$ cat src/rtl/core/skts_pkg.sv
// Shared types and constants for the sorted key table search engine.
// No dependencies; imported by sorted_key_table_search and skts_engine.
package skts_pkg;

  localparam int CAPACITY = 1024;
  localparam int ADDR_W   = $clog2(CAPACITY);
  localparam int CNT_W    = $clog2(CAPACITY + 1);
  localparam int KEY_W    = 32;
  localparam int POS_W    = 10;
  localparam int CMP_W    = 11;
  localparam int CFG_IDX_W = 1;
  localparam int CFG_DAT_W = 2;

  localparam logic [CNT_W-1:0] CAP_COUNT = CNT_W'(CAPACITY);

  // register indexes
  localparam logic [CFG_IDX_W-1:0] REG_KEEP_SORTED   = 1'd0;
  localparam logic [CFG_IDX_W-1:0] REG_SEARCH_METHOD = 1'd1;

  // opcodes
  localparam logic OP_INSERT = 1'b0;
  localparam logic OP_SEARCH = 1'b1;

  // search methods; the reserved code runs as linear
  localparam logic [1:0] METHOD_BINARY    = 2'd0;
  localparam logic [1:0] METHOD_LINEAR    = 2'd1;
  localparam logic [1:0] METHOD_TRANSPOSE = 2'd2;

  // result status
  localparam logic [1:0] ST_INSERTED  = 2'd0;
  localparam logic [1:0] ST_FULL      = 2'd1;
  localparam logic [1:0] ST_FOUND     = 2'd2;
  localparam logic [1:0] ST_NOT_FOUND = 2'd3;

  typedef struct packed {
    logic       keep_sorted;
    logic [1:0] search_method;
  } cfg_t;

  typedef struct packed {
    logic [1:0]       status;
    logic [POS_W-1:0] position;
    logic [CMP_W-1:0] comparisons;
  } res_t;

  typedef struct packed {
    logic              wr_en;
    logic [ADDR_W-1:0] wr_addr;
    logic [KEY_W-1:0]  wr_data;
    logic              rd_en;
    logic [ADDR_W-1:0] rd_addr;
  } mem_req_t;

endpackage

$ cat src/rtl/core/skts_engine.sv
// Sequencer for insert and search over the key store, with one shared signed
// comparator on the RAM read data. Depends on skts_pkg.
module skts_engine
  import skts_pkg::*;
(
  input  logic                    clk,
  input  logic                    rst,
  input  logic                    start,
  input  logic                    opcode,
  input  logic signed [KEY_W-1:0] key,
  input  cfg_t                    cfg,
  output logic                    idle,
  output logic                    res_valid,
  input  logic                    res_take,
  output res_t                    res,
  output mem_req_t                mem,
  input  logic [KEY_W-1:0]        rd_data
);

  localparam logic [2:0] S_IDLE    = 3'd0;
  localparam logic [2:0] S_INS     = 3'd1;
  localparam logic [2:0] S_INS_PUT = 3'd2;
  localparam logic [2:0] S_LIN     = 3'd3;
  localparam logic [2:0] S_SWAP    = 3'd4;
  localparam logic [2:0] S_BIN_ISS = 3'd5;
  localparam logic [2:0] S_BIN_CMP = 3'd6;
  localparam logic [2:0] S_FIN     = 3'd7;

  logic [2:0]              state, state_next;
  logic signed [KEY_W-1:0] key_r, key_r_next;
  logic [CNT_W-1:0]        count, count_next;
  logic [CNT_W-1:0]        idx, idx_next;
  logic [CNT_W-1:0]        lo, lo_next;
  logic [CNT_W-1:0]        hi1, hi1_next;
  logic [ADDR_W-1:0]       mid, mid_next;
  logic [CNT_W-1:0]        probes, probes_next;
  logic [KEY_W-1:0]        prev, prev_next;
  logic                    transpose, transpose_next;
  res_t                    res_next;

  logic              rd_eq, rd_gt;
  logic [CNT_W:0]    mid_sum;
  logic [CNT_W-1:0]  idx_dec, idx_dec2, idx_inc;

  function automatic logic [ADDR_W-1:0] count_dec(input logic [CNT_W-1:0] c);
    logic [CNT_W-1:0] d;
    d = c - CNT_W'(1);
    return d[ADDR_W-1:0];
  endfunction

  // shared comparator
  assign rd_eq = (rd_data == key_r);
  assign rd_gt = ($signed(rd_data) > key_r);

  assign mid_sum  = {1'b0, lo} + {1'b0, hi1} - {{CNT_W{1'b0}}, 1'b1};
  assign idx_dec  = idx - CNT_W'(1);
  assign idx_dec2 = idx - CNT_W'(2);
  assign idx_inc  = idx + CNT_W'(1);

  assign idle      = (state == S_IDLE);
  assign res_valid = (state == S_FIN);

  always_comb begin
    state_next     = state;
    key_r_next     = key_r;
    count_next     = count;
    idx_next       = idx;
    lo_next        = lo;
    hi1_next       = hi1;
    mid_next       = mid;
    probes_next    = probes;
    prev_next      = prev;
    transpose_next = transpose;
    res_next       = res;
    mem            = '0;

    case (state)
      S_IDLE: begin
        if (start) begin
          key_r_next = key;
          if (opcode == OP_INSERT) begin
            if (count == CAP_COUNT) begin
              res_next   = '{ST_FULL, '0, '0};
              state_next = S_FIN;
            end else if (!cfg.keep_sorted || count == '0) begin
              mem.wr_en   = 1'b1;
              mem.wr_addr = count[ADDR_W-1:0];
              mem.wr_data = key;
              count_next  = count + CNT_W'(1);
              res_next    = '{ST_INSERTED, '0, '0};
              state_next  = S_FIN;
            end else begin
              idx_next    = count;
              mem.rd_en   = 1'b1;
              mem.rd_addr = count_dec(count);
              state_next  = S_INS;
            end
          end else if (cfg.search_method == METHOD_BINARY) begin
            lo_next     = '0;
            hi1_next    = count;
            probes_next = '0;
            state_next  = S_BIN_ISS;
          end else if (count == '0) begin
            res_next   = '{ST_NOT_FOUND, '0, '0};
            state_next = S_FIN;
          end else begin
            idx_next       = '0;
            transpose_next = (cfg.search_method == METHOD_TRANSPOSE);
            mem.rd_en      = 1'b1;
            mem.rd_addr    = '0;
            state_next     = S_LIN;
          end
        end
      end

      S_INS: begin
        if (rd_gt) begin
          // shift the larger key up one slot
          mem.wr_en   = 1'b1;
          mem.wr_addr = idx[ADDR_W-1:0];
          mem.wr_data = rd_data;
          idx_next    = idx_dec;
          if (idx == CNT_W'(1)) begin
            state_next = S_INS_PUT;
          end else begin
            mem.rd_en   = 1'b1;
            mem.rd_addr = idx_dec2[ADDR_W-1:0];
          end
        end else begin
          mem.wr_en   = 1'b1;
          mem.wr_addr = idx[ADDR_W-1:0];
          mem.wr_data = key_r;
          count_next  = count + CNT_W'(1);
          res_next    = '{ST_INSERTED, '0, '0};
          state_next  = S_FIN;
        end
      end

      S_INS_PUT: begin
        mem.wr_en   = 1'b1;
        mem.wr_addr = idx[ADDR_W-1:0];
        mem.wr_data = key_r;
        count_next  = count + CNT_W'(1);
        res_next    = '{ST_INSERTED, '0, '0};
        state_next  = S_FIN;
      end

      S_LIN: begin
        if (rd_eq) begin
          res_next = '{ST_FOUND, POS_W'(idx), CMP_W'(idx_inc)};
          if (transpose && idx != '0) begin
            // left neighbour takes the hit; the old neighbour goes back in S_SWAP
            mem.wr_en   = 1'b1;
            mem.wr_addr = idx_dec[ADDR_W-1:0];
            mem.wr_data = rd_data;
            state_next  = S_SWAP;
          end else begin
            state_next = S_FIN;
          end
        end else if (idx_inc == count) begin
          res_next   = '{ST_NOT_FOUND, '0, CMP_W'(count)};
          state_next = S_FIN;
        end else begin
          // hold this key as the left neighbour of the next probe
          prev_next   = rd_data;
          mem.rd_en   = 1'b1;
          mem.rd_addr = idx_inc[ADDR_W-1:0];
          idx_next    = idx_inc;
        end
      end

      S_SWAP: begin
        mem.wr_en   = 1'b1;
        mem.wr_addr = idx[ADDR_W-1:0];
        mem.wr_data = prev;
        state_next  = S_FIN;
      end

      S_BIN_ISS: begin
        if (lo < hi1) begin
          mid_next    = mid_sum[ADDR_W:1];
          mem.rd_en   = 1'b1;
          mem.rd_addr = mid_sum[ADDR_W:1];
          probes_next = probes + CNT_W'(1);
          state_next  = S_BIN_CMP;
        end else begin
          res_next   = '{ST_NOT_FOUND, '0, CMP_W'(probes)};
          state_next = S_FIN;
        end
      end

      S_BIN_CMP: begin
        if (rd_eq) begin
          res_next   = '{ST_FOUND, POS_W'(mid), CMP_W'(probes)};
          state_next = S_FIN;
        end else begin
          if (rd_gt) begin
            hi1_next = CNT_W'(mid);
          end else begin
            lo_next = CNT_W'(mid) + CNT_W'(1);
          end
          state_next = S_BIN_ISS;
        end
      end

      S_FIN: begin
        if (res_take) begin
          state_next = S_IDLE;
        end
      end

      default: begin
        state_next = S_IDLE;
      end
    endcase
  end

  always_ff @(posedge clk) begin
    if (rst) begin
      state <= S_IDLE;
      count <= '0;
    end else begin
      state <= state_next;
      count <= count_next;
    end
    key_r     <= key_r_next;
    idx       <= idx_next;
    lo        <= lo_next;
    hi1       <= hi1_next;
    mid       <= mid_next;
    probes    <= probes_next;
    prev      <= prev_next;
    transpose <= transpose_next;
    res       <= res_next;
  end

  a_count_bound: assert property (@(posedge clk) disable iff (rst)
    count <= CAP_COUNT)
    else $error("entry count above capacity");

  a_insert_zero: assert property (@(posedge clk) disable iff (rst)
    res_valid && (res.status == ST_INSERTED || res.status == ST_FULL)
      |-> res.position == '0 && res.comparisons == '0)
    else $error("insert result carries position or comparisons");

  a_found_probe: assert property (@(posedge clk) disable iff (rst)
    res_valid && res.status == ST_FOUND |-> res.comparisons != '0)
    else $error("hit reported with no comparison");

  a_start_busy: assert property (@(posedge clk) disable iff (rst)
    idle && start |=> !idle)
    else $error("engine idle after accepting an item");

  a_count_step: assert property (@(posedge clk) disable iff (rst)
    count != $past(count) |-> count == $past(count) + CNT_W'(1))
    else $error("entry count moved by other than one");

endmodule
$ cat config.mk
export PLATFORM = sky130hd
export DESIGN_NAME = skts_engine
export DESIGN_NICKNAME = d
export VERILOG_FILES = /design/src/rtl/core/skts_pkg.sv /design/src/rtl/core/skts_engine.sv
export SDC_FILE = /design/constraint.sdc
export NUM_CORES = 1
export LEC_CHECK = 0
export BUFFER_PORTS_ARGS = -buffer_cell sky130_fd_sc_hd__buf_2
export CORE_ASPECT_RATIO = 0.7
export CORE_MARGIN = 1
export CORE_UTILIZATION = 59
export CTS_CLUSTER_DIAMETER = 150
export DETAILED_ROUTE_END_ITERATION = 10
export PLACE_DENSITY = 0.93
export SYNTH_ARGS = -nofsm -noshare
export SYNTH_HDL_FRONTEND = slang
export SYNTH_SLANG_ARGS = --single-unit
export TNS_END_PERCENT = 100
$ cat constraint.sdc
create_clock -name clk -period 8 [get_ports clk]
set_input_delay 0.8 -clock clk [delete_from_list [all_inputs] [get_ports clk]]
set_output_delay 0.8 -clock clk [all_outputs]
set_load 0.02 [all_outputs]
==> impl_metrics.json, run 1 <==
{
  "ys_ff_latch": 156,
  "synth_seq_area_share_pct": 43.62,
  "ys_async_sr_fraction_pct": 0,
  "power.total_mw": 4.175,
  "yosys_warnings": 0,
  "min_period_ns": 5.249,
  "dr.max_layer_used": "met4",
  "syn_area_per_cell_um2": 9.763,
  "critPathArrivalTime_ns": 4.45,
  "postRouteAntennaNets": 0,
  "synth_area_leader_cell": "edfxtp_1",
  "die_x_um": 160.8,
  "grt_max_degree": 49,
  "crit_slowest_cell": "and3_1",
  "setup_ws_ns": 2.751,
  "cp-start-kind": "input port",
  "fin_crit_sh_pct": 65.61,
  "final_cells": 1428,
  "grt_antenna_before_repair": 0,
  "htreeDepth": 4,
  "rows": 40,
  "cts_root_buf": "clkbuf_16",
  "max-cap-violations": 0,
  "holdBufCountCts": 0,
  "setup_tns_ns": 0,
  "syn-instance-count": 1067,
  "critical-path-max-stage-delay_ns": 0.76,
  "drt_iter0_drc": 1401,
  "finClkSkew_ns": 0.01696,
  "final_max_slew_viol_count": 0,
  "fp.dieH_um": 113.2,
  "clk_pin_slew_ns": 0.07,
  "syn2layout_area_growth_pct": 14.47,
  "dr_total_vias": 9302,
  "worst_slew_pin_slew_ns": 1.192,
  "hold_violations": 0,
  "cts_buffers": 17,
  "crit_chain": "buf_2 > ha_1 > nand4_1 > nor4_1 > and3_1 > or2_2 > o21ai_1 > a21oi_2 > buf_4 > a221o_1 > buf_2",
  "synth_edf_count": 142,
  "die-area_um2": 18200,
  "dp_slack_ns": 2.826,
  "crit_path_max_fanout": 32,
  "dr.pass1.iters": 6,
  "gp_congestion": 0.9783,
  "antennaDiodeCount": 0,
  "drcViolationCount": 0,
  "worstPathRequired_ns": 7.20,
  "synth_nets": 1212,
  "cts_setup_buffers": 0,
  "clock_latency_ns": 0.43,
  "synth_top_area_share_pct": 40.93,
  "grt_overflow": 0,
  "irDropWorstVdd_v": 0.0002500,
  "clock.fmax_mhz": 190.5,
  "fin_nets": 1329,
  "grt_pass1_vias": 8682,
  "power.density_nw_per_um2": 350.1,
  "wl_per_cell_um": 22.14,
  "end_kind": "primary output",
  "port_buffers": 150,
  "leakage_nw": 4.996,
  "wl_met2_um": 13430,
  "wl_met1_um": 13550,
  "fin_util_pct": 69.27,
  "drive_gt1_share_pct": 18.21,
  "rsz0062_at_grt": "no",
  "vias_per_cell": 6.514,
  "cts.sinks": 156,
  "synthesis.area_um2": 10420,
  "setup_violations": 0,
  "synth_cell_types": 73,
  "relSlewSlack_pct": 19.99,
  "initial_core_util_pct": 60.51,
  "grt_first_pass_wirelength_um": 49010,
  "worstHoldPathType": "input port to flop",
  "synth_ff_type": "edfxtp_1",
  "clock_path_buffers": 2,
  "synth.area.top_cells": "edfxtp_1 41%, ha_1 8.5%, nand2_1 3.9%, a221o_1 3.7%, inv_1 3.5%",
  "place_inst": 1396,
  "path_common_cell": "buf_2",
  "hpwl_um": 23040,
  "io_pins": 151,
  "worstSetupPathType": "input port to primary output",
  "core_um2": 17220,
  "status": "finished clean",
  "track_usage_pct": 35.41,
  "cts_tree": "yes",
  "cts_resized": 0,
  "wirelength_um": 31610,
  "route.met3.wl_um": 3774
}
[critical path: cells and delay by family]
family / cells / cell delay [ns]
AO/OA/AOI/OAI: 3 / 0.69
AND/OR/NAND/NOR: 4 / 1.90
adder cells (fa/ha/maj): 1 / 0.36
buffers and inverters: 3 / 0.67
[kinds of logic (layout without fill, tap and decap cells)]
logic type                 count (synthesis)  in the layout  share of synthesized area, %
AOI/OAI and AO/OA                        256            256                         17.78
DFF                                      156            156                         43.62
buffers and inverters                    165            295                         6.125
xor gates and xnor gates                  63             63                         5.561
adders and majority gates                 73             73                         8.912
muxes                                     18             18                         1.802
and+or+nand+nor                          336            336                         16.20
[cells in the mapped netlist (14+ instances only)]
cell type and instances:
nor2b_1 16, a221o_1 38, nor2_1 63, nor3_1 17, xnor2_1 32, and3_1 15
dfxtp_1 14, clkbuf_1 53, nand2_1 108, a22o_1 35, xor2_1 29, edfxtp_1 142
a21oi_1 56, nand3_1 32, o21ai_0 52, ha_1 71, inv_1 96
[layout by cell type (no fill, tap or decap), types with 4 or more instances in the layout]
master / instances
nand3b_1: 11
ha_1: 71
or3_1: 10
nand2b_1: 6
o21ai_0: 52
buf_4: 15
xnor2_1: 32
nor3_1: 17
xor2_1: 29
and3_1: 13
a31oi_1: 7
or4_1: 4
edfxtp_1: 142
clkbuf_16: 17
o21ai_1: 4
nand4_1: 12
nand3_1: 32
or2_2: 5
a22o_1: 35
a222oi_1: 5
nand2_1: 108
dfxtp_1: 14
a211oi_1: 5
inv_1: 96
nor2b_1: 16
nor4_1: 12
a22oi_1: 7
mux2_1: 6
and2_1: 4
a21oi_1: 55
a221o_1: 38
and4_1: 6
mux2i_1: 12
o31ai_1: 5
buf_2: 150
nor2_1: 62
inv_6: 5
[metal layers]
layer / track usage [%] / up-vias
met2: 51.63 / 648
li1: - / 4169
met5: 0 / -
met1: 52.51 / 4409
met3: 6.928 / 76
met4: 12.33 / 0
[registers in the layout, indices dropped and copies added, names as in the netlist]
| name | cells |
|---|---|
| key_r | 32 |
| prev | 32 |
| res | 23 |
| count | 11 |
| hi1 | 11 |
| idx | 11 |
| lo | 11 |
| probes | 11 |
| mid | 10 |
| state | 3 |
| transpose | 1 |
[layout make-up]
type                    count  area, um2
multi-input cells         746       5264
repair buffers            165      863.3
flip-flops and latches    156       4544
well taps                 231      289.0
clock buffers              19      442.9
clock inverters            13      153.9
fillers                  1374       5291
inverters                  98      367.9
[worst paths after layout]
check | from | to | slack, ns | depth (start not counted)
hold / removal | key[8] | key_r[8] | 0.55 | 1
setup reg to reg | idx[0] | res[14] | 3.60 | 9
hold reg to reg | probes[3] | res[3] | 0.63 | 2
setup / recovery | rd_data[31] | mem[39] | 2.75 | 11
[stage by stage]
| step | instance area (um2) | hold WS (ns) |
|---|---|---|
| global route | 11930 | 0.5450 |
| global placement | 11330 | 0.5695 |
| finish | 11930 | 0.5535 |
| floorplan | 10420 | 0.5430 |
| detailed placement | 11330 | 0.6040 |
| CTS | 11930 | 0.5461 |
[power breakdown]
group | total (mW) | switching (mW) | internal [mW]
Sequential | 1.35 | 0.200 | 1.15
Clock | 0.833 | 0.356 | 0.477
Combinational | 1.99 | 1.33 | 0.663
Total | 4.18 | 1.88 | 2.29
No activity file was read; power rests on OpenSTA's default activity.
==> run 2: changes to the inputs <==
--- a/config.mk
+++ b/config.mk
@@ -8,10 +8,10 @@
 export BUFFER_PORTS_ARGS = -buffer_cell sky130_fd_sc_hd__buf_2
 export CORE_ASPECT_RATIO = 0.7
 export CORE_MARGIN = 1
-export CORE_UTILIZATION = 59
+export CORE_UTILIZATION = 53
 export CTS_CLUSTER_DIAMETER = 150
 export DETAILED_ROUTE_END_ITERATION = 10
-export PLACE_DENSITY = 0.93
+export PLACE_DENSITY = 0.89
 export SYNTH_ARGS = -nofsm -noshare
 export SYNTH_HDL_FRONTEND = slang
 export SYNTH_SLANG_ARGS = --single-unit
==> constraint.sdc (replaced) <==
create_clock -name clk -period 4.8 [get_ports clk]
set_input_delay 0.48 -clock clk [delete_from_list [all_inputs] [get_ports clk]]
set_output_delay 0.48 -clock clk [all_outputs]
set_load 0.02 [all_outputs]
==> run 2 against run 1 <==
Against the previous run:
- largest power group unchanged
- highest routed layer unchanged
- register-to-register slack lost 2.7 ns
- hold slack worse by 0.31 ns
- first-iteration DRC count decreased by 8.9%
==> impl_metrics.json, run 2 (synthesized netlist as in run 1, its figures left out) <==
{
  "min_period_ns": 4.498,
  "cts_tree": "yes",
  "gp_congestion": 0.9801,
  "end_kind": "primary output",
  "irDropWorstVdd_v": 0.0003625,
  "worstPathRequired_ns": 4.32,
  "r2r_cells": 9,
  "worst_slew_pin_slew_ns": 1.042,
  "setup_tns_ns": 0,
  "cp-start-kind": "flop",
  "wl_per_cell_um": 21.42,
  "grt_max_degree": 34,
  "setup_ws_ns": 0.3021,
  "cts_root_buf": "clkbuf_16",
  "critPathArrivalTime_ns": 4.02,
  "grt_overflow": 0,
  "final_max_slew_viol_count": 0,
  "drive_gt1_share_pct": 18.97,
  "clk_pin_slew_ns": 0.07,
  "cts_setup_buffers": 0,
  "clock_latency_ns": 0.43,
  "place_area_um2": 11470,
  "grt_antenna_before_repair": 0,
  "postRouteAntennaNets": 0,
  "holdBufCountCts": 0,
  "io_pins": 151,
  "port_buffers": 150,
  "dr.pass1.iters": 7,
  "hpwl_um": 23300,
  "core_um2": 19080,
  "crit_path_max_fanout": 32,
  "max-cap-violations": 0,
  "syn2layout_area_growth_pct": 15.43,
  "power.density_nw_per_um2": 572.3,
  "dp_slack_ns": 0.4539,
  "worstHoldPathType": "input port to flop",
  "drt_iter0_drc": 1276,
  "cts_buffers": 17,
  "clock.fmax_mhz": 222.3,
  "rsz0062_at_grt": "no",
  "rows": 42,
  "design_area_um2": 12030,
  "die_x_um": 169.6,
  "dr_total_vias": 9292,
  "grt_first_pass_wirelength_um": 47620,
  "clock_path_buffers": 2,
  "initial_core_util_pct": 54.61,
  "track_usage_pct": 31.21,
  "cts.sinks": 156,
  "hold_violations": 0,
  "relSlewSlack_pct": 30.05,
  "drcViolationCount": 0,
  "status": "finished clean",
  "setup_violations": 0,
  "grt_pass1_vias": 8623,
  "hold_depth": 1,
  "wirelength_um": 31510,
  "reg.largest.list": "key_r: 32 flops, prev: 32 flops, res: 23 flops",
  "layout_common_cells": "150 x buf_2, 142 x edfxtp_1, 108 x nand2_1",
  "fin_crit_sh_pct": 93.71,
  "htreeDepth": 4,
  "vias_per_cell": 6.317,
  "mostFrequentLayoutCell": "buf_2",
  "worstSetupPathType": "flop to primary output",
  "fin_nets": 1339,
  "fp.dieH_um": 119.3,
  "leakage_nw": 5.032,
  "finClkSkew_ns": 0.01284,
  "antennaDiodeCount": 0,
  "die-area_um2": 20230
}
[run 2: timing repair]
item                       CTS  global route
hold endpoints to repair     0             0
setup endpoints to repair    0            32
resized for setup            0             1
[run 2: per-layer routing]
layer / vias to the layer above / wire length, um / GRT usage [%]
met5: - / 0 / 0
met4: 0 / 805 / 8.052
met3: 90 / 4216 / 9.904
met2: 641 / 13380 / 45.99
met1: 4353 / 13110 / 44.25
li1: 4208 / - / -
[run 2: final timing paths]
path,from,slack (ns),to
min reg2reg,count[5],0.58,count[5]
max,key_r[13],0.30,mem[20]
min,key[7],0.24,key_r[7]
max reg2reg,key_r[13],0.92,count[10]
[run 2: area by class of cell]
| type | instances | area (um2) |
|---|---|---|
| Fill cell | 1548 | 7051 |
| Multi-Input combinational cell | 746 | 5280 |
| Sequential cell | 156 | 4544 |
| Timing Repair Buffer | 175 | 950.9 |
| Clock buffer | 17 | 425.4 |
| Inverter | 98 | 367.9 |
| Tap cell | 264 | 330.3 |
| Clock inverter | 15 | 126.4 |
[run 2: report_power, final]
part | internal [mW] | total, mW | switching [mW] | leakage [nW]
Combinational | 1.15 | 3.34 | 2.19 | 3.32
Sequential | 1.92 | 2.26 | 0.335 | 1.45
Clock | 0.681 | 1.28 | 0.604 | 0.267
Total | 3.75 | 6.88 | 3.13 | 5.03
[run 2: critical path, cell delays in order (launching register included)]
cell and delay (ns):
edfxtp_1 0.40, inv_1 0.07, ha_1 0.30, nand4_1 0.21, nor4_2 0.54, a21boi_1 0.35
o31a_1 0.22, nor4_2 0.09, o21ai_1 0.48, a21oi_2 0.11, buf_4 0.29, a221o_1 0.35
buf_2 0.16
[run 2: stage by stage]
| stage | util [%] | cells | power [mW] | hold WS (ns) |
|---|---|---|---|---|
| detailed placement | 60.11 | 1439 | 5.519 | 0.5590 |
| floorplan | - | 1067 | 4.391 | 0.5430 |
| CTS | 63.01 | 1471 | 6.810 | 0.2242 |
| global placement | 60.11 | 1439 | 5.452 | 0.5459 |
| finish | 63.04 | 1471 | 6.882 | 0.2389 |
| global route | 63.04 | 1471 | 7.173 | 0.2247 |
